$ cat src/sv/bcc_pkg.sv
`timescale 1ns / 1ps
// ----------------------------------------------------------------------------
// bcc_pkg: shared definitions for the byte-coded CPU execute block
// Sizes, opcode and status codes, register map and the structs passed
// between the execute unit and the top level.
// ----------------------------------------------------------------------------
package bcc_pkg;

  // Machine sizes (REG_COUNT is a power of two: register numbers use low bits)
  localparam int REG_COUNT   = 4;
  localparam int STACK_DEPTH = 16;
  localparam int REG_IDX_W   = $clog2(REG_COUNT);
  localparam int SP_W        = $clog2(STACK_DEPTH + 1);
  localparam int STK_IDX_W   = $clog2(STACK_DEPTH);
  localparam int PLEN_W      = 9;

  // Configuration port
  localparam int PADDR_W = 3;
  localparam int PDATA_W = 32;

  typedef logic [7:0] byte_t;

  typedef enum logic [7:0] {
    OP_NOP   = 8'h00,
    OP_LOAD  = 8'h01,
    OP_ADD   = 8'h02,
    OP_SUB   = 8'h03,
    OP_STORE = 8'h04,
    OP_READ  = 8'h09,
    OP_WRITE = 8'h0A,
    OP_JMP   = 8'h0B,
    OP_CALL  = 8'h0C,
    OP_RET   = 8'h0D,
    OP_BEQ   = 8'h0E,
    OP_BNE   = 8'h0F,
    OP_INT   = 8'h10
  } opcode_t;

  typedef enum logic [1:0] {
    ST_OK        = 2'd0,
    ST_UNKNOWN   = 2'd1,
    ST_UNDERFLOW = 2'd2,
    ST_OVERFLOW  = 2'd3
  } status_t;

  // Register index, taken from the word address bits
  typedef enum logic [PADDR_W-3:0] {
    REG_PROGRAM_LENGTH = 1'b0
  } cfg_reg_t;

  typedef struct packed {
    byte_t opcode;
    byte_t first_operand;
    byte_t second_operand;
    byte_t read_value;
  } item_t;

  typedef struct packed {
    byte_t   next_pc;
    logic    out_valid;
    byte_t   out_value;
    logic    store_valid;
    byte_t   store_address;
    byte_t   store_data;
    logic    interrupt_raised;
    status_t status;
    logic    halted;
  } result_t;

  // Architectural state changes produced by one instruction
  typedef struct packed {
    logic                 reg_we;
    logic [REG_IDX_W-1:0] reg_idx;
    byte_t                reg_data;
    byte_t                pc;
    logic [SP_W-1:0]      sp;
    logic                 push_en;
    byte_t                push_data;
  } exec_update_t;

endpackage

$ cat src/sv/bcc_if.sv
`timescale 1ns / 1ps
// ----------------------------------------------------------------------------
// bcc_if: valid/ready channels of the byte-coded CPU execute block
// Instruction channel into the block and result channel out of it.
// ----------------------------------------------------------------------------
interface bcc_instr_if;
  import bcc_pkg::*;

  logic  valid;
  logic  ready;
  byte_t opcode;
  byte_t first_operand;
  byte_t second_operand;
  byte_t read_value;

  modport source (
    output valid, opcode, first_operand, second_operand, read_value,
    input  ready
  );
  modport sink (
    input  valid, opcode, first_operand, second_operand, read_value,
    output ready
  );
endinterface

interface bcc_result_if;
  import bcc_pkg::*;

  logic       valid;
  logic       ready;
  byte_t      next_pc;
  logic       out_valid;
  byte_t      out_value;
  logic       store_valid;
  byte_t      store_address;
  byte_t      store_data;
  logic       interrupt_raised;
  logic [1:0] status;
  logic       halted;

  modport source (
    output valid, next_pc, out_valid, out_value, store_valid, store_address,
           store_data, interrupt_raised, status, halted,
    input  ready
  );
  modport sink (
    input  valid, next_pc, out_valid, out_value, store_valid, store_address,
           store_data, interrupt_raised, status, halted,
    output ready
  );
endinterface

$ cat src/sv/bcc_ram.sv
`timescale 1ns / 1ps
// ----------------------------------------------------------------------------
// bcc_ram: generic RAM, one write port, two registered read ports
// Read data updates only when the read enable is high and holds otherwise.
// ----------------------------------------------------------------------------
module bcc_ram #(
  parameter int WIDTH = 8,
  parameter int DEPTH = 4
) (
  input  logic                     clk,
  input  logic                     we,
  input  logic [$clog2(DEPTH)-1:0] waddr,
  input  logic [WIDTH-1:0]         wdata,
  input  logic                     re,
  input  logic [$clog2(DEPTH)-1:0] raddr_a,
  input  logic [$clog2(DEPTH)-1:0] raddr_b,
  output logic [WIDTH-1:0]         rdata_a,
  output logic [WIDTH-1:0]         rdata_b
);

  logic [WIDTH-1:0] mem [DEPTH];

  // Write port
  always_ff @(posedge clk) begin
    if (we) begin
      mem[waddr] <= wdata;
    end
  end

  // Registered reads, old data on a same-cycle write
  always_ff @(posedge clk) begin
    if (re) begin
      rdata_a <= mem[raddr_a];
      rdata_b <= mem[raddr_b];
    end
  end

endmodule

$ cat src/sv/bcc_cfg.sv
`timescale 1ns / 1ps
// ----------------------------------------------------------------------------
// bcc_cfg: configuration register port
// APB-style slave holding the program length register.
// ----------------------------------------------------------------------------
module bcc_cfg (
  input  logic                         clk,
  input  logic                         rst,
  input  logic                         psel,
  input  logic                         penable,
  input  logic                         pwrite,
  input  logic [bcc_pkg::PADDR_W-1:0]  paddr,
  input  logic [bcc_pkg::PDATA_W-1:0]  pwdata,
  output logic [bcc_pkg::PDATA_W-1:0]  prdata,
  output logic                         pready,
  output logic [bcc_pkg::PLEN_W-1:0]   program_length
);
  import bcc_pkg::*;

  logic     wr_en;
  cfg_reg_t reg_sel;

  assign pready  = 1'b1;
  assign reg_sel = cfg_reg_t'(paddr[PADDR_W-1:2]);
  assign wr_en   = psel && penable && pwrite && pready;

  // Program length register
  always_ff @(posedge clk) begin
    if (rst) begin
      program_length <= '0;
    end else if (wr_en && (reg_sel == REG_PROGRAM_LENGTH)) begin
      program_length <= pwdata[PLEN_W-1:0];
    end
  end

  // Read back
  always_comb begin
    prdata = '0;
    if (reg_sel == REG_PROGRAM_LENGTH) begin
      prdata = PDATA_W'(program_length);
    end
  end

endmodule

$ cat src/sv/bcc_exec.sv
`timescale 1ns / 1ps
// ----------------------------------------------------------------------------
// bcc_exec: instruction execute logic
// Decodes one instruction against the current machine state and produces
// the result transaction and the state update.
// ----------------------------------------------------------------------------
module bcc_exec (
  input  bcc_pkg::item_t                item,
  input  bcc_pkg::byte_t                ra_val,
  input  bcc_pkg::byte_t                rb_val,
  input  bcc_pkg::byte_t                pc,
  input  logic [bcc_pkg::SP_W-1:0]      sp,
  input  bcc_pkg::byte_t                stack_top,
  input  logic [bcc_pkg::PLEN_W-1:0]    program_length,
  output bcc_pkg::result_t              result,
  output bcc_pkg::exec_update_t         upd
);
  import bcc_pkg::*;

  byte_t npc;
  logic  halted_before;

  assign halted_before = {1'b0, pc} >= program_length;

  // Decode and execute
  always_comb begin
    result         = '0;
    result.status  = ST_OK;
    upd            = '0;
    upd.reg_idx    = item.first_operand[REG_IDX_W-1:0];
    upd.reg_data   = item.second_operand;
    upd.pc         = pc;
    upd.sp         = sp;
    upd.push_data  = pc + 8'd2;
    npc            = pc + 8'd1;

    if (!halted_before) begin
      unique case (item.opcode)
        OP_NOP: begin
          npc = pc + 8'd1;
        end
        OP_LOAD: begin
          upd.reg_we = 1'b1;
          npc        = pc + 8'd3;
        end
        OP_ADD: begin
          upd.reg_we   = 1'b1;
          upd.reg_data = ra_val + rb_val;
          npc          = pc + 8'd3;
        end
        OP_SUB: begin
          upd.reg_we   = 1'b1;
          upd.reg_data = ra_val - rb_val;
          npc          = pc + 8'd3;
        end
        OP_STORE: begin
          result.store_valid   = 1'b1;
          result.store_address = item.second_operand;
          result.store_data    = ra_val;
          npc                  = pc + 8'd3;
        end
        OP_READ: begin
          upd.reg_we   = 1'b1;
          upd.reg_data = item.read_value;
          npc          = pc + 8'd2;
        end
        OP_WRITE: begin
          result.out_valid = 1'b1;
          result.out_value = ra_val;
          npc              = pc + 8'd2;
        end
        OP_JMP: begin
          npc = item.first_operand;
        end
        OP_CALL: begin
          // Push the return address unless the stack is full
          if (sp < SP_W'(STACK_DEPTH)) begin
            upd.push_en = 1'b1;
            upd.sp      = sp + SP_W'(1);
            npc         = item.first_operand;
          end else begin
            result.status = ST_OVERFLOW;
            npc           = pc + 8'd2;
          end
        end
        OP_RET: begin
          // Pop the return address unless the stack is empty
          if (sp != '0) begin
            upd.sp = sp - SP_W'(1);
            npc    = stack_top;
          end else begin
            result.status = ST_UNDERFLOW;
          end
        end
        OP_BEQ: begin
          npc = (ra_val == 8'd0) ? item.second_operand : pc + 8'd3;
        end
        OP_BNE: begin
          npc = (ra_val != 8'd0) ? item.second_operand : pc + 8'd3;
        end
        OP_INT: begin
          result.interrupt_raised = 1'b1;
        end
        default: begin
          result.status = ST_UNKNOWN;
        end
      endcase
      upd.pc = npc;
    end

    result.next_pc = upd.pc;
    result.halted  = {1'b0, upd.pc} >= program_length;
  end

endmodule

$ cat src/sv/byte_coded_cpu_execute.sv
`timescale 1ns / 1ps
// ----------------------------------------------------------------------------
// byte_coded_cpu_execute: execute stage of a small 8-bit byte-coded CPU
// Runs one fetched instruction per transaction and reports next pc, events,
// status and halt.
// ----------------------------------------------------------------------------
// The block retires one instruction per clock cycle as long as results are taken.
// An accepted transaction sits in an operand stage, where the general registers
// are read from a two-port register RAM (with a bypass from the instruction
// executing as they are read), then executes and lands in the result register.
// The instruction channel stays ready while the operand stage or the result
// register is empty or the result is being drained, so a new instruction enters
// every cycle as long as results are taken. No clearing pass follows reset: the
// block accepts instructions from the first cycle. The user must write
// program_length at byte address 0 and only while the block is idle; it does not check.
// ----------------------------------------------------------------------------
module byte_coded_cpu_execute (
  input  logic                         clk,
  input  logic                         rst,
  bcc_instr_if.sink                    instr,
  bcc_result_if.source                 result,
  input  logic                         psel,
  input  logic                         penable,
  input  logic                         pwrite,
  input  logic [bcc_pkg::PADDR_W-1:0]  paddr,
  input  logic [bcc_pkg::PDATA_W-1:0]  pwdata,
  output logic [bcc_pkg::PDATA_W-1:0]  prdata,
  output logic                         pready
);
  import bcc_pkg::*;

  logic [PLEN_W-1:0]    program_length;

  // Architectural state
  byte_t                pc;
  logic [SP_W-1:0]      sp;
  byte_t                stack [STACK_DEPTH];
  logic [REG_COUNT-1:0] written;

  // Operand stage
  logic                 stage_valid;
  item_t                stage;
  logic                 a_byp;
  logic                 b_byp;
  logic                 a_written;
  logic                 b_written;
  byte_t                byp_data;

  // Result register
  logic                 res_valid;
  result_t              res;

  logic                 res_free;
  logic                 accept;
  logic                 fire;
  logic [REG_IDX_W-1:0] ra_in;
  logic [REG_IDX_W-1:0] rb_in;
  byte_t                rdata_a;
  byte_t                rdata_b;
  byte_t                ra_val;
  byte_t                rb_val;
  logic [SP_W-1:0]      sp_m1;
  byte_t                stack_top;
  result_t              exec_res;
  exec_update_t         upd;
  logic                 wr_fire;

  // Configuration register
  bcc_cfg u_cfg (
    .clk            (clk),
    .rst            (rst),
    .psel           (psel),
    .penable        (penable),
    .pwrite         (pwrite),
    .paddr          (paddr),
    .pwdata         (pwdata),
    .prdata         (prdata),
    .pready         (pready),
    .program_length (program_length)
  );

  // Handshake control
  assign res_free    = !res_valid || result.ready;
  assign instr.ready = !stage_valid || res_free;
  assign accept      = instr.valid && instr.ready;
  assign fire        = stage_valid && res_free;
  assign wr_fire     = fire && upd.reg_we;

  assign ra_in = instr.first_operand[REG_IDX_W-1:0];
  assign rb_in = instr.second_operand[REG_IDX_W-1:0];

  // General register file
  bcc_ram #(
    .WIDTH (8),
    .DEPTH (REG_COUNT)
  ) u_regs (
    .clk     (clk),
    .we      (wr_fire),
    .waddr   (upd.reg_idx),
    .wdata   (upd.reg_data),
    .re      (accept),
    .raddr_a (ra_in),
    .raddr_b (rb_in),
    .rdata_a (rdata_a),
    .rdata_b (rdata_b)
  );

  // Select operands: bypass, then RAM, then reset value of an unwritten register
  assign ra_val = a_byp ? byp_data : (a_written ? rdata_a : 8'd0);
  assign rb_val = b_byp ? byp_data : (b_written ? rdata_b : 8'd0);

  // Top of the return stack
  assign sp_m1     = sp - SP_W'(1);
  assign stack_top = stack[sp_m1[STK_IDX_W-1:0]];

  bcc_exec u_exec (
    .item           (stage),
    .ra_val         (ra_val),
    .rb_val         (rb_val),
    .pc             (pc),
    .sp             (sp),
    .stack_top      (stack_top),
    .program_length (program_length),
    .result         (exec_res),
    .upd            (upd)
  );

  // Operand stage control
  always_ff @(posedge clk) begin
    if (rst) begin
      stage_valid <= 1'b0;
    end else if (instr.ready) begin
      stage_valid <= instr.valid;
    end
  end

  // Operand stage payload and bypass capture
  always_ff @(posedge clk) begin
    if (accept) begin
      stage.opcode         <= instr.opcode;
      stage.first_operand  <= instr.first_operand;
      stage.second_operand <= instr.second_operand;
      stage.read_value     <= instr.read_value;
      a_byp                <= wr_fire && (upd.reg_idx == ra_in);
      b_byp                <= wr_fire && (upd.reg_idx == rb_in);
      a_written            <= written[ra_in];
      b_written            <= written[rb_in];
      byp_data             <= upd.reg_data;
    end
  end

  // Machine state update on execute
  always_ff @(posedge clk) begin
    if (rst) begin
      pc      <= '0;
      sp      <= '0;
      written <= '0;
    end else if (fire) begin
      pc <= upd.pc;
      sp <= upd.sp;
      if (upd.reg_we) begin
        written[upd.reg_idx] <= 1'b1;
      end
    end
  end

  // Return stack push
  always_ff @(posedge clk) begin
    if (fire && upd.push_en) begin
      stack[sp[STK_IDX_W-1:0]] <= upd.push_data;
    end
  end

  // Result register
  always_ff @(posedge clk) begin
    if (rst) begin
      res_valid <= 1'b0;
    end else if (res_free) begin
      res_valid <= stage_valid;
    end
  end

  always_ff @(posedge clk) begin
    if (fire) begin
      res <= exec_res;
    end
  end

  // Drive the result channel
  assign result.valid            = res_valid;
  assign result.next_pc          = res.next_pc;
  assign result.out_valid        = res.out_valid;
  assign result.out_value        = res.out_value;
  assign result.store_valid      = res.store_valid;
  assign result.store_address    = res.store_address;
  assign result.store_data       = res.store_data;
  assign result.interrupt_raised = res.interrupt_raised;
  assign result.status           = res.status;
  assign result.halted           = res.halted;

endmodule

$ cat src/flat_wrapper.sv
// flat-port wrapper written by rule: the top's interface ports become plain ports
module byte_coded_cpu_execute_flat import bcc_pkg::*;
  (clk, rst, psel, penable, pwrite, paddr, pwdata, prdata, pready, instr_valid, instr_opcode, instr_first_operand, instr_second_operand, instr_read_value, instr_ready, result_valid, result_next_pc, result_out_valid, result_out_value, result_store_valid, result_store_address, result_store_data, result_interrupt_raised, result_status, result_halted, result_ready);
  bcc_instr_if instr_i ();
  bcc_result_if result_i ();
  input  logic clk;
  input  logic rst;
  input  logic psel;
  input  logic penable;
  input  logic pwrite;
  input  logic [bcc_pkg::PADDR_W-1:0] paddr;
  input  logic [bcc_pkg::PDATA_W-1:0] pwdata;
  output logic [bcc_pkg::PDATA_W-1:0] prdata;
  output logic pready;
  input wire logic [$bits(instr_i.valid)-1:0] instr_valid;
  input wire logic [$bits(instr_i.opcode)-1:0] instr_opcode;
  input wire logic [$bits(instr_i.first_operand)-1:0] instr_first_operand;
  input wire logic [$bits(instr_i.second_operand)-1:0] instr_second_operand;
  input wire logic [$bits(instr_i.read_value)-1:0] instr_read_value;
  output wire logic [$bits(instr_i.ready)-1:0] instr_ready;
  output wire logic [$bits(result_i.valid)-1:0] result_valid;
  output wire logic [$bits(result_i.next_pc)-1:0] result_next_pc;
  output wire logic [$bits(result_i.out_valid)-1:0] result_out_valid;
  output wire logic [$bits(result_i.out_value)-1:0] result_out_value;
  output wire logic [$bits(result_i.store_valid)-1:0] result_store_valid;
  output wire logic [$bits(result_i.store_address)-1:0] result_store_address;
  output wire logic [$bits(result_i.store_data)-1:0] result_store_data;
  output wire logic [$bits(result_i.interrupt_raised)-1:0] result_interrupt_raised;
  output wire logic [$bits(result_i.status)-1:0] result_status;
  output wire logic [$bits(result_i.halted)-1:0] result_halted;
  input wire logic [$bits(result_i.ready)-1:0] result_ready;
  assign instr_i.valid = instr_valid;
  assign instr_i.opcode = instr_opcode;
  assign instr_i.first_operand = instr_first_operand;
  assign instr_i.second_operand = instr_second_operand;
  assign instr_i.read_value = instr_read_value;
  assign instr_ready = instr_i.ready;
  assign result_valid = result_i.valid;
  assign result_next_pc = result_i.next_pc;
  assign result_out_valid = result_i.out_valid;
  assign result_out_value = result_i.out_value;
  assign result_store_valid = result_i.store_valid;
  assign result_store_address = result_i.store_address;
  assign result_store_data = result_i.store_data;
  assign result_interrupt_raised = result_i.interrupt_raised;
  assign result_status = result_i.status;
  assign result_halted = result_i.halted;
  assign result_i.ready = result_ready;
  byte_coded_cpu_execute u_core (.clk(clk), .rst(rst), .instr(instr_i), .result(result_i), .psel(psel), .penable(penable), .pwrite(pwrite), .paddr(paddr), .pwdata(pwdata), .prdata(prdata), .pready(pready));
endmodule
$ cat config.mk
export PLATFORM = sky130hd
export DESIGN_NAME = byte_coded_cpu_execute_flat
export DESIGN_NICKNAME = d
export VERILOG_FILES = /design/src/sv/bcc_pkg.sv /design/src/sv/bcc_if.sv /design/src/sv/bcc_ram.sv /design/src/sv/bcc_cfg.sv /design/src/sv/bcc_exec.sv /design/src/sv/byte_coded_cpu_execute.sv /design/src/flat_wrapper.sv
export SDC_FILE = /design/constraint.sdc
export NUM_CORES = 1
export LEC_CHECK = 0
export BUFFER_PORTS_ARGS = -buffer_cell sky130_fd_sc_hd__buf_4
export CAP_MARGIN = 10
export CORE_MARGIN = 3
export CORE_UTILIZATION = 45
export CTS_CLUSTER_SIZE = 30
export DETAILED_ROUTE_END_ITERATION = 12
export SETUP_SLACK_MARGIN = 0.3
export SLEW_MARGIN = 20
export SYNTH_ARGS = -nofsm -noshare
export SYNTH_HDL_FRONTEND = slang
export SYNTH_SLANG_ARGS = --single-unit
$ cat constraint.sdc
create_clock -name clk -period 6.6 [get_ports clk]
set_clock_uncertainty 0.15 [all_clocks]
set_input_delay 0.66 -clock clk [delete_from_list [all_inputs] [get_ports clk]]
set_output_delay 0.66 -clock clk [all_outputs]
set_load 0.03 [all_outputs]
# [After elaboration in Yosys (flattened, before gate mapping)]
# Memory sizes are Yosys's and may differ from the RTL's. A register that Yosys moved wholly into a read port is not among the register bits.
# Index checks and enable logic that the tools add are counted.
[totals] output_inout_bits=73 reg_bits=110 mem_count=2 mem_bits_rw=160 inputBits=74 elab_cells=122
[mem_list] memory="u_core.stack" words=16 word_bits=8 read_ports=1 rd_clocked_by_memory_dff=0 write_ports=1 line_no="byte_coded_cpu_execute.sv:37" rtl="byte_t stack [STACK_DEPTH];"
[mem_list] memory="u_core.u_regs.mem" words=4 word_bits=8 read_ports=2 rd_clocked_by_memory_dff=2 write_ports=1 line_no="bcc_ram.sv:21" rtl="logic [WIDTH-1:0] mem [DEPTH];"
[op_classes] eq_ne=16 n_lt_le_gt_ge=7 bitwise_logic=5 n_mux=34 n_reduce_logical=27 n_addsub=7
[op_table] cell="8-bit two-way mux" count=8
[op_table] cell="8-bit by 4-bit == test with 1-bit output, second input constant" count=7
[op_table] cell="8-bit case mux with 7 select lines" count=1
[op_table] cell="8-bit case mux with 3 select lines" count=1
[op_table] cell="22-bit two-way mux" count=1
[op_table] cell="8-bit by 9-bit >= comparator with 1-bit output" count=2
[op_table] cell="9-bit two-way mux" count=2
[op_table] cell="17-bit two-way mux" count=1
[op_table] cell="8-bit by 2-bit adder with 8-bit output, second input constant" count=2
[op_table] cell="8-bit by 2-bit == test with 1-bit output, second input constant" count=2
[op_table] cell="8-bit zero test" count=2
[op_table] cell="1-bit two-way mux" count=11
[op_table] cell="11-bit OR reduction" count=1
[op_table] cell="1-bit logical AND" count=10
[op_table] cell="5-bit case mux with 2 select lines" count=1
[op_table] cell="2-bit by 3-bit less-than comparator with 1-bit output, second input constant" count=3
[op_table] cell="8-bit by 1-bit adder with 8-bit output, second input constant" count=1
[op_table] cell="8-bit adder" count=1
[op_table] cell="8-bit by 1-bit == test with 1-bit output, second input constant" count=1
[op_table] cell="8-bit by 3-bit == test with 1-bit output, second input constant" count=1
[op_table] cell="8-bit by 5-bit == test with 1-bit output, second input constant" count=1
[op_table] cell="8-bit nonzero test" count=1
[op_table] cell="4-bit OR reduction" count=2
[op_table] cell="8-bit subtractor" count=1
[op_table] cell="21 further kinds" count=32

# [Longest topological paths before layout]
[depth] depth_word=9 depth_mapped=20 depth_no_buf=17

# [Cells and area by module]
# From an unflattened synthesis, not the netlist that was laid out.
[hier_totals] hier_cells=1005 hier_area_um2=13892.1
[by_module_without_submodules] module="byte_coded_cpu_execute" n_inst=1 seq_area_each_um2=6686.4 cells_per_inst=438 area_each_um2=8568.2
[by_module_without_submodules] module="bcc_exec" n_inst=1 seq_area_each_um2=0.0 cells_per_inst=421 area_each_um2=2783.9
[by_module_without_submodules] module="bcc_ram" n_inst=1 seq_area_each_um2=1441.4 cells_per_inst=72 area_each_um2=1865.5
[by_module_without_submodules] module="bcc_cfg" n_inst=1 seq_area_each_um2=180.2 cells_per_inst=74 area_each_um2=674.4

# [Least setup slack after synthesis]
# OpenSTA, ideal clock, no wires.
[synth_path] path_type="input to register" from="input port result_ready" to="memory u_core.stack[2][0] in the netlist's numbering (enable)" cell_stages=7 arrival_ns=3.957 n_path_buf=2 slack_ns=2.110 t_required_ns=6.067 setup_ns=0.383 path_cell_list="nor2b_1 > nor2b_1 > o31a_1 > buf_2 > buf_2 > nand3_1 > nor3_1"
[synth_via] elab_chain_len=5
[synth_lines] item="from (decl)" line_no="flat_wrapper.sv:31" rtl="input wire logic [$bits(result_i.ready)-1:0] result_ready;"
[synth_lines] item="1-bit logical OR" line_no="byte_coded_cpu_execute.sv:83" rtl="assign res_free = !res_valid || result.ready;"
[synth_lines] item="1-bit logical AND" line_no="byte_coded_cpu_execute.sv:86" rtl="assign fire = stage_valid && res_free;"
[synth_lines] item="net u_core.fire" line_no="byte_coded_cpu_execute.sv:55" rtl="logic fire;"
[synth_lines] item="1-bit logical AND" line_no="byte_coded_cpu_execute.sv:169" rtl="if (fire && upd.push_en) begin"
[synth_lines] item="1-bit two-way mux" line_no="byte_coded_cpu_execute.sv:169"
[synth_lines] item="1-bit two-way mux (not written as such)" line_no="byte_coded_cpu_execute.sv:170" rtl="stack[sp[STK_IDX_W-1:0]] <= upd.push_data;"
[synth_lines] item="to (decl)" line_no="byte_coded_cpu_execute.sv:37"
# The timed path passes the listed nets, and every way through them passes these cells.

==> results.sh <==
export IMPL_dieArea_um2=31800
export IMPL_critPathKind="reg2reg"
export IMPL_ys_seq_area_frac=0.6217
export IMPL_synthCells=947
export IMPL_r2r_end="u_core.result.halted"
export IMPL_port_buffers=97
export IMPL_hold_buffers=0
export IMPL_fin_ws_ns=1.891
export IMPL_grt_usage=0.1831
export IMPL_wl_um=29320
export IMPL_outcome="finished clean"
export IMPL_synth_ff_type="edfxtp_1"
export IMPL_setup_violations_final=0
export IMPL_clkLatencyLatePin_ns=0.56
export IMPL_numCtsBuffers=30
export IMPL_grt_overflow_total=0
export IMPL_rsz0062_at_grt="false"
export IMPL_p_leak_uw=0.005433
export IMPL_syn_area_um2=13360
export IMPL_synth_area_leaders="edfxtp_1 58%, mux4_2 8.6%, dfxtp_1 4.2%, ha_1 3.1%, nor2_1 2.6%"
export IMPL_htreeDepth=1
export IMPL_drive_gt1_frac=0.2243
export IMPL_synth_seq_cells=286
export IMPL_coreArea_um2=29010
export IMPL_synth_top_area_cell="edfxtp_1"
export IMPL_busiest_layer="met2"
export IMPL_die_h_um=178.3
export IMPL_synth_common_cells="258 x edfxtp_1, 91 x nor2_1, 62 x nand2_1"
export IMPL_drcViolationCount=0
export IMPL_cp_end_kind="flip-flop"
export IMPL_synth_compound_area_frac=0.08371
export IMPL_power_density_nw_per_um2=300.5
export IMPL_avgSynthCellArea_um2=14.11
export IMPL_worstPathArrival_ns=4.85
export IMPL_reg2reg_setup_slack_ns=1.89
export IMPL_synth_most_common_cell="edfxtp_1"
export IMPL_first_global_vias=7685
export IMPL_cap_violations=0
export IMPL_pre_cts_ws_ns=1.925
export IMPL_rows=62
export IMPL_ir_drop_uv=186.4
export IMPL_finalMaxSlewViolations=0
export IMPL_place_congestion=0.8372
export IMPL_synth_distinct_cells=80
export IMPL_post_cts_setup_buffer_count=0
export IMPL_layout_nets=1145
export IMPL_crit_reg2reg_launch="u_core.a_byp"
export IMPL_cts_sinks=286
export IMPL_crit_fanout=11
export IMPL_cp_endpoint="u_core.result.halted"
export IMPL_wl_per_cell_um=20.29
export IMPL_clk_pin_slew_ns=0.06
export IMPL_n_antenna_cell=0
export IMPL_met1_usage=0.2674
export IMPL_finalNonFillerCells=1445
export IMPL_synth_top_family_by_area="multiplexers"
export IMPL_dieWidth_um=178.3
export IMPL_cts_resized=0
export IMPL_start_kind="flip-flop"
export IMPL_ys_warn_count=0
export IMPL_max_clock_path_buffers=3
export IMPL_grt_pass1_wl_um=44590
export IMPL_start_util=0.4606
export IMPL_synthAdderAreaFrac=0.03240
export IMPL_cts_tree="built"
export IMPL_dr_pass1_iters=5
export IMPL_clock_tree_root_cell="clkbuf_16"
export IMPL_hp_start="instr_first_operand[2]"
export IMPL_pin_count=147
export IMPL_post_route_period_util=0.7135
export IMPL_grt_max_degree=61
export IMPL_min_period_ns=4.709
export IMPL_tightestPinTransition_ns=1.017
export IMPL_yosys_area_share_simple=0.09382
export IMPL_relSlewSlack=0.3190
export IMPL_fillers=2450
export IMPL_r2r_cells=15
export IMPL_placed_cells=1389
export IMPL_fmax_ghz=0.2124
export IMPL_async_reset_ff_frac=0
export IMPL_area_growth_pct=14.39
export IMPL_met2_usage=0.2852
export IMPL_finalSetupTns_ns=0
export IMPL_antenna_left=0
export IMPL_synth_xor_area_share=0.02032
export IMPL_synth_top_area_share=0.5798
export IMPL_finalHoldViolations=0
export IMPL_grtUsageMet3=0.02427
export IMPL_vias=7931
export IMPL_cp_startpoint="u_core.a_byp"
export IMPL_synthMuxAreaShare=0.1023
export IMPL_synth_enable_flop_cells=258
export IMPL_critPathRequiredTime_ns=6.74
export IMPL_viasPerCell=5.489
export IMPL_drtIter0Drc=713
export IMPL_antenna_found_initial=0
export IMPL_dp_hpwl_um=19970
export IMPL_hold_path_class="in2reg"
[worst min-delay path by stage]
stage | cells past startpoint | endpoint | slack (ns)
CTS | 1 | u_core.stage[18] | 0.11
finish | 1 | u_core.stage[18] | 0.14
global route | 1 | u_core.stage[20] | 0.11
detailed placement | 2 | u_core.u_cfg.program_length[1] | 0.30
floorplan | 2 | u_core.written[2] | 0.28
global placement | 2 | u_core.written[2] | 0.29
[cell type report]
class | instances | area, µm² | area share
Tap cell | 384 | 480.5 | 0.03143
Clock buffer | 47 | 874.6 | 0.05722
Clock inverter | 9 | 111.4 | 0.007285
Multi-Input combinational cell | 577 | 4568 | 0.2988
Sequential cell | 286 | 8309 | 0.5436
Timing Repair Buffer | 109 | 818.3 | 0.05353
Inverter | 33 | 123.9 | 0.008103
[state kept, by name, summed over array words and instances (netlist names), 4 cells and up]
| register | cells |
|---|---|
| u_core.stack | 128 |
| u_core.stage | 32 |
| u_core.u_regs.mem | 32 |
| u_core.u_cfg.program_length | 9 |
| u_core.byp_data | 8 |
| u_core.pc | 8 |
| u_core.result.next_pc | 8 |
| u_core.result.out_value | 8 |
| u_core.result.store_address | 8 |
| u_core.result.store_data | 8 |
| u_core.u_regs.rdata_a | 8 |
| u_core.u_regs.rdata_b | 8 |
| u_core.sp | 5 |
| u_core.written | 4 |
[placed cells by master, fill, tap and decap left out, drive strengths merged, types with 7 or more instances in the layout]
cell type and n:
dfxtp 28, xnor2 16, o21ai 38, clkbuf 47, nor2b 14, and2 11
o22ai 7, ha 33, mux2i 14, nand3 15, nor2 92, a21oi 37
nor4 8, edfxtp 258, a22oi 16, mux2 7, nor3 15, xor2 15
inv 34, a211oi 11, mux4 51, o21a 7, buf 109, nand2 62
conb 24
[cells by family after synthesis]
logic type                 after synthesis
AOI/OAI and AO/OA                      163
xor gates and xnor gates                31
adders and majority gates               34
buffers and inverters                  106
DFF                                    286
muxes                                   72
other                                    2
and+or+nand+nor                        253
[routing by layer]
metal  routed length [µm]  share of wire  up-vias
met1                13320           0.45     3876
li1                     -              -     3734
met5                    0              0        -
met3                 1749          0.060       57
met4                  940          0.032        0
met2                13310           0.45      264
[through the flow]
| stage | utilization | area, µm² | hold WS [ns] | power (µW) |
|---|---|---|---|---|
| after global routing | 0.5269 | 15290 | 0.1126 | 4798 |
| after floorplan | - | 13450 | 0.2822 | 2762 |
| after detailed placement | 0.4929 | 14300 | 0.2978 | 2969 |
| final | 0.5269 | 15290 | 0.1356 | 4593 |
| after global placement | 0.4929 | 14300 | 0.2902 | 2958 |
| after CTS | 0.5269 | 15290 | 0.1112 | 4640 |
[critical path, stage by stage (launching register included)]
cell	delay (ns)
edfxtp_1	0.54
nor2b_1	0.46
a21boi_1	0.48
o21ai_0	0.24
a2111oi_4	0.61
a2111oi_0	0.23
o21ai_1	0.22
o21ai_0	0.13
ha_1	0.29
nand2b_1	0.15
a21o_1	0.18
a21oi_1	0.24
nor2b_1	0.07
o21ai_0	0.15
a21oi_1	0.08
o31a_1	0.23
[report_power, final]
| group | switching, µW | internal, µW | leakage [µW] |
|---|---|---|---|
| Clock | 672 | 988 | 0.000484 |
| Sequential | 66.9 | 2110 | 0.00267 |
| Combinational | 477 | 275 | 0.00228 |
| Total | 1220 | 3380 | 0.00543 |
Note: power is estimated with default switching activity, not from simulation.
